<file path="src/rtl/rfr_pkg.sv">
// ----------------------------------------------------------------------------
// Frame receiver package
// Types and fixed constants shared by the frame receiver modules.
// ----------------------------------------------------------------------------
package rfr_pkg;

  localparam int unsigned CfgIdxW       = 2;
  localparam int unsigned MinFrameBytes = 8;
  localparam int unsigned PayloadStart  = 6;

  localparam logic [7:0] StartByteRst   = 8'hFE;
  localparam logic [7:0] CmdFirstRst    = 8'h44;
  localparam logic [7:0] CmdSecondRst   = 8'h5F;
  localparam logic [7:0] LenOffset      = 8'd2;

  typedef enum logic [CfgIdxW-1:0] {
    REG_START_BYTE = 2'd0,
    REG_CMD_FIRST  = 2'd1,
    REG_CMD_SECOND = 2'd2
  } cfg_reg_e;

  typedef enum logic {
    CMD_RX_BYTE = 1'b0,
    CMD_EOF     = 1'b1
  } command_e;

  typedef enum logic {
    KIND_PAYLOAD = 1'b0,
    KIND_STATUS  = 1'b1
  } kind_e;

  typedef enum logic [2:0] {
    ST_OK       = 3'd0,
    ST_SHORT    = 3'd1,
    ST_CHECK    = 3'd2,
    ST_HEADER   = 3'd3,
    ST_OVERFLOW = 3'd4
  } status_e;

  typedef struct packed {
    command_e   command;
    logic [7:0] rx_byte;
  } in_item_t;

  typedef struct packed {
    kind_e       kind;
    logic [7:0]  payload_byte;
    status_e     status;
    logic [15:0] src_addr;
    logic [7:0]  payload_len;
    logic        last;
  } result_t;

  typedef struct packed {
    logic [7:0] start_byte;
    logic [7:0] cmd_first;
    logic [7:0] cmd_second;
  } cfg_t;

  typedef struct packed {
    logic valid;
    logic advance;
  } pipe_ctl_t;

endpackage

</file>
<file path="src/rtl/rfr_in_if.sv">
// ----------------------------------------------------------------------------
// Frame receiver input channel
// Valid/ready channel carrying one received byte or an end-of-frame request.
// ----------------------------------------------------------------------------
interface rfr_in_if;
  logic       valid;
  logic       ready;
  logic       command;
  logic [7:0] rx_byte;

  modport source (output valid, output command, output rx_byte, input ready);
  modport sink (input valid, input command, input rx_byte, output ready);
endinterface

</file>
<file path="src/rtl/rfr_out_if.sv">
// ----------------------------------------------------------------------------
// Frame receiver output channel
// Valid/ready channel carrying payload byte and frame status results.
// ----------------------------------------------------------------------------
interface rfr_out_if;
  logic        valid;
  logic        ready;
  logic        kind;
  logic [7:0]  payload_byte;
  logic [2:0]  status;
  logic [15:0] src_addr;
  logic [7:0]  payload_len;
  logic        last;

  modport source (output valid, output kind, output payload_byte, output status,
                  output src_addr, output payload_len, output last, input ready);
  modport sink (input valid, input kind, input payload_byte, input status,
                input src_addr, input payload_len, input last, output ready);
endinterface

</file>
<file path="src/rtl/rfr_in_stage.sv">
// ----------------------------------------------------------------------------
// Frame receiver input stage
// Registers one input request and offers it to the frame logic.
// ----------------------------------------------------------------------------
module rfr_in_stage import rfr_pkg::*; (
  input  logic      clk_i,
  input  logic      rst_ni,
  input  logic      valid_i,
  output logic      ready_o,
  input  in_item_t  item_i,
  input  logic      advance_i,
  output pipe_ctl_t ctl_o,
  output in_item_t  item_o
);

  logic     valid_q, valid_d;
  in_item_t item_q;

  assign ready_o = !valid_q || advance_i;
  assign valid_d = ready_o ? valid_i : valid_q;

  always_ff @(posedge clk_i or negedge rst_ni) begin
    if (!rst_ni) begin
      valid_q <= 1'b0;
    end else begin
      valid_q <= valid_d;
    end
  end

  always_ff @(posedge clk_i) begin
    if (ready_o && valid_i) begin
      item_q <= item_i;
    end
  end

  assign ctl_o.valid   = valid_q;
  assign ctl_o.advance = advance_i;
  assign item_o        = item_q;

endmodule

</file>
<file path="src/rtl/rfr_frame_ctrl.sv">
// ----------------------------------------------------------------------------
// Frame receiver frame logic
// Holds the configuration and frame state and builds the result of a request.
// ----------------------------------------------------------------------------
module rfr_frame_ctrl import rfr_pkg::*; #(
  parameter int unsigned MaxFrameBytes = 128
) (
  input  logic               clk_i,
  input  logic               rst_ni,
  input  logic               cfg_we_i,
  input  logic [CfgIdxW-1:0] cfg_idx_i,
  input  logic [7:0]         cfg_wdata_i,
  input  pipe_ctl_t          ctl_i,
  input  in_item_t           item_i,
  output logic               res_valid_o,
  output result_t            res_o
);

  localparam int unsigned IdxW = $clog2(MaxFrameBytes + 1);

  cfg_t        cfg_q, cfg_d;
  logic [IdxW-1:0] idx_q, idx_d;
  logic [7:0]  xor_q, xor_d;
  logic [7:0]  held_q, held_d;
  logic        hdr_good_q, hdr_good_d;
  logic [7:0]  len_q, len_d;
  logic [15:0] addr_q, addr_d;
  logic        ovf_q, ovf_d;
  logic        proc;
  logic        full;
  status_e     status;

  assign proc = ctl_i.valid && ctl_i.advance;
  assign full = idx_q >= IdxW'(MaxFrameBytes);

  always_comb begin
    cfg_d = cfg_q;
    if (cfg_we_i) begin
      case (cfg_idx_i)
        REG_START_BYTE: cfg_d.start_byte = cfg_wdata_i;
        REG_CMD_FIRST:  cfg_d.cmd_first  = cfg_wdata_i;
        REG_CMD_SECOND: cfg_d.cmd_second = cfg_wdata_i;
        default:        cfg_d = cfg_q;
      endcase
    end
  end

  always_comb begin
    if (ovf_q) begin
      status = ST_OVERFLOW;
    end else if (idx_q < IdxW'(MinFrameBytes)) begin
      status = ST_SHORT;
    end else if (xor_q != 8'd0) begin
      status = ST_CHECK;
    end else if (!hdr_good_q) begin
      status = ST_HEADER;
    end else begin
      status = ST_OK;
    end
  end

  always_comb begin
    idx_d       = idx_q;
    xor_d       = xor_q;
    held_d      = held_q;
    hdr_good_d  = hdr_good_q;
    len_d       = len_q;
    addr_d      = addr_q;
    ovf_d       = ovf_q;
    res_valid_o = 1'b0;
    res_o       = '0;
    if (proc) begin
      if (item_i.command == CMD_EOF) begin
        res_valid_o       = 1'b1;
        res_o.kind        = KIND_STATUS;
        res_o.status      = status;
        res_o.src_addr    = addr_q;
        res_o.payload_len = len_q - LenOffset;
        res_o.last        = 1'b1;
        idx_d      = '0;
        xor_d      = '0;
        held_d     = '0;
        hdr_good_d = 1'b1;
        len_d      = '0;
        addr_d     = '0;
        ovf_d      = 1'b0;
      end else if (full) begin
        ovf_d = 1'b1;
      end else begin
        if (idx_q == '0) begin
          if (item_i.rx_byte != cfg_q.start_byte) begin
            hdr_good_d = 1'b0;
          end
        end else begin
          xor_d = xor_q ^ item_i.rx_byte;
        end
        if (idx_q == IdxW'(1)) begin
          len_d = item_i.rx_byte;
        end
        if ((idx_q == IdxW'(2)) && (item_i.rx_byte != cfg_q.cmd_first)) begin
          hdr_good_d = 1'b0;
        end
        if ((idx_q == IdxW'(3)) && (item_i.rx_byte != cfg_q.cmd_second)) begin
          hdr_good_d = 1'b0;
        end
        if (idx_q == IdxW'(4)) begin
          addr_d[7:0] = item_i.rx_byte;
        end
        if (idx_q == IdxW'(5)) begin
          addr_d[15:8] = item_i.rx_byte;
        end
        if (idx_q > IdxW'(PayloadStart)) begin
          res_valid_o        = 1'b1;
          res_o.kind         = KIND_PAYLOAD;
          res_o.payload_byte = held_q;
        end
        if (idx_q >= IdxW'(PayloadStart)) begin
          held_d = item_i.rx_byte;
        end
        idx_d = idx_q + IdxW'(1);
      end
    end
  end

  always_ff @(posedge clk_i or negedge rst_ni) begin
    if (!rst_ni) begin
      cfg_q.start_byte <= StartByteRst;
      cfg_q.cmd_first  <= CmdFirstRst;
      cfg_q.cmd_second <= CmdSecondRst;
      idx_q            <= '0;
      xor_q            <= '0;
      held_q           <= '0;
      hdr_good_q       <= 1'b1;
      len_q            <= '0;
      addr_q           <= '0;
      ovf_q            <= 1'b0;
    end else begin
      cfg_q      <= cfg_d;
      idx_q      <= idx_d;
      xor_q      <= xor_d;
      held_q     <= held_d;
      hdr_good_q <= hdr_good_d;
      len_q      <= len_d;
      addr_q     <= addr_d;
      ovf_q      <= ovf_d;
    end
  end

endmodule

</file>
<file path="src/rtl/rfr_out_stage.sv">
// ----------------------------------------------------------------------------
// Frame receiver output stage
// Result register that holds a result until the receiver takes it.
// ----------------------------------------------------------------------------
module rfr_out_stage import rfr_pkg::*; (
  input  logic    clk_i,
  input  logic    rst_ni,
  input  logic    res_valid_i,
  input  result_t res_i,
  output logic    advance_o,
  output logic    valid_o,
  input  logic    ready_i,
  output result_t res_o
);

  logic    valid_q, valid_d;
  result_t res_q;

  assign advance_o = !valid_q || ready_i;
  assign valid_d   = advance_o ? res_valid_i : valid_q;

  always_ff @(posedge clk_i or negedge rst_ni) begin
    if (!rst_ni) begin
      valid_q <= 1'b0;
    end else begin
      valid_q <= valid_d;
    end
  end

  always_ff @(posedge clk_i) begin
    if (advance_o && res_valid_i) begin
      res_q <= res_i;
    end
  end

  assign valid_o = valid_q;
  assign res_o   = res_q;

endmodule

</file>
<file path="src/rtl/radio_frame_receiver_xor_fcs.sv">
// ----------------------------------------------------------------------------
// Radio frame receiver with XOR check
// Parses received frame bytes, forwards payload and reports frame status.
// ----------------------------------------------------------------------------
// Each request on in_i is either a received byte or an end-of-frame event.
// Payload bytes from index 6 onwards leave on out_o one byte late, so the
// trailing check byte is never forwarded. An end-of-frame request yields a
// single status result with last set, carrying the source address and the
// length field minus two, and clears the frame state.
// The block takes one request per cycle while out_o is not stalled. A
// request is registered on acceptance, and its result is registered in the
// result register once that register can advance. The two registers form
// a pipeline; when the receiver stalls, the result register holds and the
// input register keeps accepting until it is also full.
// Reset empties both registers, clears the frame state and loads the
// default start and command bytes. Configuration writes through cfg_we_i
// take effect on the next request.
// ----------------------------------------------------------------------------
module radio_frame_receiver_xor_fcs import rfr_pkg::*; #(
  parameter int unsigned MAX_FRAME_BYTES = 128
) (
  input  logic               clk_i,
  input  logic               rst_ni,
  rfr_in_if.sink             in_i,
  rfr_out_if.source          out_o,
  input  logic               cfg_we_i,
  input  logic [CfgIdxW-1:0] cfg_idx_i,
  input  logic [7:0]         cfg_wdata_i
);

  in_item_t  in_item, stage_item;
  pipe_ctl_t stage_ctl;
  logic      advance;
  logic      res_valid;
  result_t   res, out_res;

  assign in_item.command = command_e'(in_i.command);
  assign in_item.rx_byte = in_i.rx_byte;

  rfr_in_stage u_in_stage (
    .clk_i     (clk_i),
    .rst_ni    (rst_ni),
    .valid_i   (in_i.valid),
    .ready_o   (in_i.ready),
    .item_i    (in_item),
    .advance_i (advance),
    .ctl_o     (stage_ctl),
    .item_o    (stage_item)
  );

  rfr_frame_ctrl #(
    .MaxFrameBytes (MAX_FRAME_BYTES)
  ) u_frame_ctrl (
    .clk_i       (clk_i),
    .rst_ni      (rst_ni),
    .cfg_we_i    (cfg_we_i),
    .cfg_idx_i   (cfg_idx_i),
    .cfg_wdata_i (cfg_wdata_i),
    .ctl_i       (stage_ctl),
    .item_i      (stage_item),
    .res_valid_o (res_valid),
    .res_o       (res)
  );

  rfr_out_stage u_out_stage (
    .clk_i       (clk_i),
    .rst_ni      (rst_ni),
    .res_valid_i (res_valid),
    .res_i       (res),
    .advance_o   (advance),
    .valid_o     (out_o.valid),
    .ready_i     (out_o.ready),
    .res_o       (out_res)
  );

  assign out_o.kind         = out_res.kind;
  assign out_o.payload_byte = out_res.payload_byte;
  assign out_o.status       = out_res.status;
  assign out_o.src_addr     = out_res.src_addr;
  assign out_o.payload_len  = out_res.payload_len;
  assign out_o.last         = out_res.last;

endmodule

</file>
<file path="src/flat_wrapper.sv">
// flat-port wrapper written by rule: the top's interface ports become plain ports
module radio_frame_receiver_xor_fcs_flat import rfr_pkg::*;
#(
  parameter int unsigned MAX_FRAME_BYTES = 128
)
  (clk_i, rst_ni, cfg_we_i, cfg_idx_i, cfg_wdata_i, in_i_valid, in_i_command, in_i_rx_byte, in_i_ready, out_o_valid, out_o_kind, out_o_payload_byte, out_o_status, out_o_src_addr, out_o_payload_len, out_o_last, out_o_ready);
  rfr_in_if in_i_i ();
  rfr_out_if out_o_i ();
  input  logic clk_i;
  input  logic rst_ni;
  input  logic cfg_we_i;
  input  logic [CfgIdxW-1:0] cfg_idx_i;
  input  logic [7:0] cfg_wdata_i;
  input wire logic [$bits(in_i_i.valid)-1:0] in_i_valid;
  input wire logic [$bits(in_i_i.command)-1:0] in_i_command;
  input wire logic [$bits(in_i_i.rx_byte)-1:0] in_i_rx_byte;
  output wire logic [$bits(in_i_i.ready)-1:0] in_i_ready;
  output wire logic [$bits(out_o_i.valid)-1:0] out_o_valid;
  output wire logic [$bits(out_o_i.kind)-1:0] out_o_kind;
  output wire logic [$bits(out_o_i.payload_byte)-1:0] out_o_payload_byte;
  output wire logic [$bits(out_o_i.status)-1:0] out_o_status;
  output wire logic [$bits(out_o_i.src_addr)-1:0] out_o_src_addr;
  output wire logic [$bits(out_o_i.payload_len)-1:0] out_o_payload_len;
  output wire logic [$bits(out_o_i.last)-1:0] out_o_last;
  input wire logic [$bits(out_o_i.ready)-1:0] out_o_ready;
  assign in_i_i.valid = in_i_valid;
  assign in_i_i.command = in_i_command;
  assign in_i_i.rx_byte = in_i_rx_byte;
  assign in_i_ready = in_i_i.ready;
  assign out_o_valid = out_o_i.valid;
  assign out_o_kind = out_o_i.kind;
  assign out_o_payload_byte = out_o_i.payload_byte;
  assign out_o_status = out_o_i.status;
  assign out_o_src_addr = out_o_i.src_addr;
  assign out_o_payload_len = out_o_i.payload_len;
  assign out_o_last = out_o_i.last;
  assign out_o_i.ready = out_o_ready;
  radio_frame_receiver_xor_fcs #(.MAX_FRAME_BYTES(MAX_FRAME_BYTES)) u_core (.clk_i(clk_i), .rst_ni(rst_ni), .in_i(in_i_i), .out_o(out_o_i), .cfg_we_i(cfg_we_i), .cfg_idx_i(cfg_idx_i), .cfg_wdata_i(cfg_wdata_i));
endmodule
</file>
<file path="config.mk">
export PLATFORM = sky130hd
export DESIGN_NAME = radio_frame_receiver_xor_fcs_flat
export DESIGN_NICKNAME = d
export VERILOG_FILES = /design/src/rtl/rfr_pkg.sv /design/src/rtl/rfr_in_if.sv /design/src/rtl/rfr_out_if.sv /design/src/rtl/rfr_in_stage.sv /design/src/rtl/rfr_frame_ctrl.sv /design/src/rtl/rfr_out_stage.sv /design/src/rtl/radio_frame_receiver_xor_fcs.sv /design/src/flat_wrapper.sv
export SDC_FILE = /design/constraint.sdc
export NUM_CORES = 1
export LEC_CHECK = 0
export CORE_ASPECT_RATIO = 0.9
export CORE_MARGIN = 5
export CORE_UTILIZATION = 30
export DETAILED_ROUTE_END_ITERATION = 10
export DONT_BUFFER_PORTS = 1
export GPL_ROUTABILITY_DRIVEN = 0
export SLEW_MARGIN = 20
export SYNTH_ARGS = -nofsm -noshare
export SYNTH_HDL_FRONTEND = slang
export SYNTH_SLANG_ARGS = --single-unit
export TNS_END_PERCENT = 50
</file>
<file path="constraint.sdc">
create_clock -name clk_i -period 3.4 [get_ports clk_i]
set_clock_uncertainty 0.15 [all_clocks]
set_input_delay 0.17 -clock clk_i [delete_from_list [all_inputs] [get_ports clk_i]]
set_output_delay 0.17 -clock clk_i [all_outputs]
set_load 0.03 [all_outputs]
</file>
==> summary.md <==
| Metric | Value |
|---|---|
| Share of async-settable or async-resettable flops after synthesis | 62.8% |
| Final setup fails | 0 |
| Post-synthesis sequential area ratio | 59.9% |
| Fmax | 380 MHz |
| Fillcell total | 1,695 |
| Status | completed |
| Peak supply drop | 422 uV |
| Detailed Route Iter0 Violations | 164 |
| Dominant cells by area after synthesis | dfrtp_1, edfxtp_1, dfstp_2, xnor2_1, mux2_2 |
| Worst Max-Slew Pin Slew | 0.918 ns |
| Min Tclk post-route | 2.63 ns |
| Most used cell, CP | buf_4 |
| Port Buf Inserts | 0 |
| P&R area growth vs syn | 19.9% |
| # resized after CTS | 0 |
| Final Hold Fails | 0 |
| Synth Net Count | 475 |
| CORE AREA | 17,800 um^2 |
| CP Buf/Inv Count | 3 |
| Crit-path slowest cell | dfrtp_1 |
| Total CTS buffers | 17 |
| Worst-skew pair later-pin latency | 0.41 ns |
| EDFF count, synth | 45 |
| Top_reg_cell synth | dfrtp_1 |
| GRT Total Usage | 11.7% |
| Final period util | 77.3% |
| Post-Syn Instances | 446 |
| Warnings, synthesis | 0 |
| Post-synth top area share | 27.5% |
| Layout cells sized above 1 | 17.8% |
| CTS tree | done |
| Slew Limit Fails | 0 |
| Largest net degree at the start of global routing | 77 |
| Clock Sinks | 121 |
| Remaining Overflow, GRT | 0 |
| Unrepaired setup endpoints after global routing | no |
| ANT cells | 0 |
| Ports | 63 |
| CTS root buf | clkbuf_16 |
| Antenna violations before repair | 0 |
| Post-cts hold buffer count | 25 |
| Total of max-cap violations | 0 |
| Crit. End Element | register |
| Cell row count | 46 |
| Worst-path fanout max | 19 |
| Post-DP HPWL | 8080 um |
| Vias in the first global route | 3,504 |
| Net count, final | 499 |
| Hold Worst Slack | 0.0932 ns |
| DIE WIDTH | 152 um |
| Die height | 138 um |
| Vias per cell | 4.61 |
| Hold crit path type | in -> reg |
| Vias | 3,332 |
| Number of distinct library cells after synthesis | 41 |
| DR pass1 iterations | 4 |
| Crit-path max cell delay | 0.54 ns |
| CP delay by family, top | simple AND/OR/NAND/NOR gates |
| CP Data Arrival Time | 2.64 ns |
| WS Path Type | reg -> reg |
| Synth Area per Inst | 12.2 um^2 |
| Post-DRT Antenna Nets | 0 |
| Critical-path cell list | nor2b_1 > nor2_1 > nand2_1 > buf_4 > inv_1 > buf_4 > and2_1 |
| Startpoint types | register |
| Commonest cells post-synth | dfrtp_1, edfxtp_1, nand2_1 |
| H-tree Lvls | 4 |
| Relative slew margins | 38.7% |
| WL/cell | 16.3 um |
| Starting Density | 30.7% |
| Synth Cell Area | 5460 um^2 |
| Pwr Density | 779 nW/um^2 |
| Cell with the most instances after synthesis | dfrtp_1 |
| Flop and latch count out of synthesis | 121 |
| Die ar. | 21,000 um^2 |
| Number of setup buffers added after CTS | 0 |
| Setup_tns | 0 ns |
| Clock Path Buffers | 2 |
| Routed wire length | 11,800 um |
| Residual DRC count | 0 |
| Clock transition at path regs | 0.06 ns |
| Data required time of the worst path | 3.42 ns |
| P_leak | 2.59 nW |
| Yosys top cell by area | dfrtp_1 |
| Total Power | 5.10 mW |
| First-pass GRT wire length | 19,600 um |
flip-flops by register name, summed over array words and instances (netlist names):
name / flops
u_core.u_in_stage.item_o: 9
u_core.u_frame_ctrl.ovf_q: 1
u_core.u_frame_ctrl.cfg_q: 24
u_core.u_frame_ctrl.idx_q: 8
u_core.u_frame_ctrl.hdr_good_q: 1
u_core.u_out_stage.res_o: 36
u_core.u_frame_ctrl.xor_q: 8
u_core.u_frame_ctrl.addr_q: 16
u_core.u_in_stage.valid_q: 1
u_core.u_frame_ctrl.len_q: 8
u_core.u_out_stage.valid_o: 1
u_core.u_frame_ctrl.held_q: 8
metal layers:
layer  vias up  routed length (um)  global-route usage [%]
li1       1581                   -                       -
met1      1655                5520                    15.2
met2        88                5480                    18.5
met3         8                 657                    3.90
met4         0                 134                    3.83
met5         -                   0                       0
per-stage QoR:
stage,std cells,area [um^2],setup WS (ns),utilization [%]
final,723,6550,0.772,36.8
after CTS,723,6550,0.754,36.8
after floorplan,446,5460,0.114,-
after global placement,666,5660,0.844,31.8
after detailed placement,666,5660,0.758,31.8
after global routing,723,6550,0.612,36.8
where the power goes:
part           switching [mW]  total, mW  internal [mW]  leakage (nW)
logic                   0.498      0.961          0.463         0.921
clock network           0.687       1.86           1.17         0.296
registers               0.381       2.28           1.90          1.37
total                    1.57       5.10           3.54          2.59
cell type report:
type	instances	area, um^2	area share, %
timing repair buffer	30	305	4.66
clock buffer	18	429	6.55
inverter	16	60.1	0.917
tap	240	300	4.58
clock inverter	14	189	2.88
sequential	121	3270	50.0
multi-input combinational	284	1990	30.4
path summary, 6_finish.rpt:
| check | startpoint | endpoint | slack [ns] | cells past startpoint |
|---|---|---|---|---|
| worst max-delay path | u_core.u_out_stage.valid_o$_DFFE_PN0P_ | u_core.u_out_stage.res_o[13]$_SDFFCE_PN0P_ | 0.77 | 7 |
| worst min-delay path | in_i_valid | u_core.u_in_stage.item_o[1]$_DFFE_PP_ | 0.09 | 1 |
| worst max register to register | u_core.u_out_stage.valid_o$_DFFE_PN0P_ | u_core.u_out_stage.res_o[13]$_SDFFCE_PN0P_ | 0.77 | 7 |
| worst min register to register | u_core.u_frame_ctrl.addr_q[11]$_DFFE_PN0P_ | u_core.u_frame_ctrl.addr_q[11]$_DFFE_PN0P_ | 0.36 | 2 |
| max in group asynchronous | rst_ni | u_core.u_frame_ctrl.cfg_q[0]$_DFFE_PN1P_ | 2.62 | 2 |
| min in group asynchronous | rst_ni | u_core.u_frame_ctrl.cfg_q[12]$_DFFE_PN0P_ | 0.15 | 2 |
worst register-to-register path, stage by stage (launching register included):
cell	delay, ns
dfrtp_1	0.54
nor2b_1	0.48
nor2_1	0.16
nand2_1	0.11
buf_4	0.21
inv_1	0.27
buf_4	0.30
and2_1	0.18
placed cells by master (no fill, tap or decap), drive strengths merged, types with 6 or more instances in the layout:
cell type,count
nand3,9
nand2,36
and2,27
nor2,30
dfrtp,60
nor3,6
xor2,10
dfstp,16
inv,21
nand4,7
dlygate4sd3,24
o21ai,32
nor4,6
nand3b,8
clkbuf,18
buf,6
xnor2,33
mux2,24
mux2i,24
edfxtp,45
cell families (layout without fill, tap and decap cells):
| group | Yosys count | in the layout | share of synthesized area (%) |
|---|---|---|---|
| fa+ha+maj | 5 | 5 | 1.15 |
| buf+inv | 41 | 78 | 3.73 |
| compound gates | 44 | 44 | 4.81 |
| xor+xnor | 43 | 43 | 6.89 |
| flops | 121 | 121 | 59.9 |
| simple gates | 144 | 144 | 14.2 |
| mux | 48 | 48 | 9.34 |
Power figures use the tool's default switching activity.
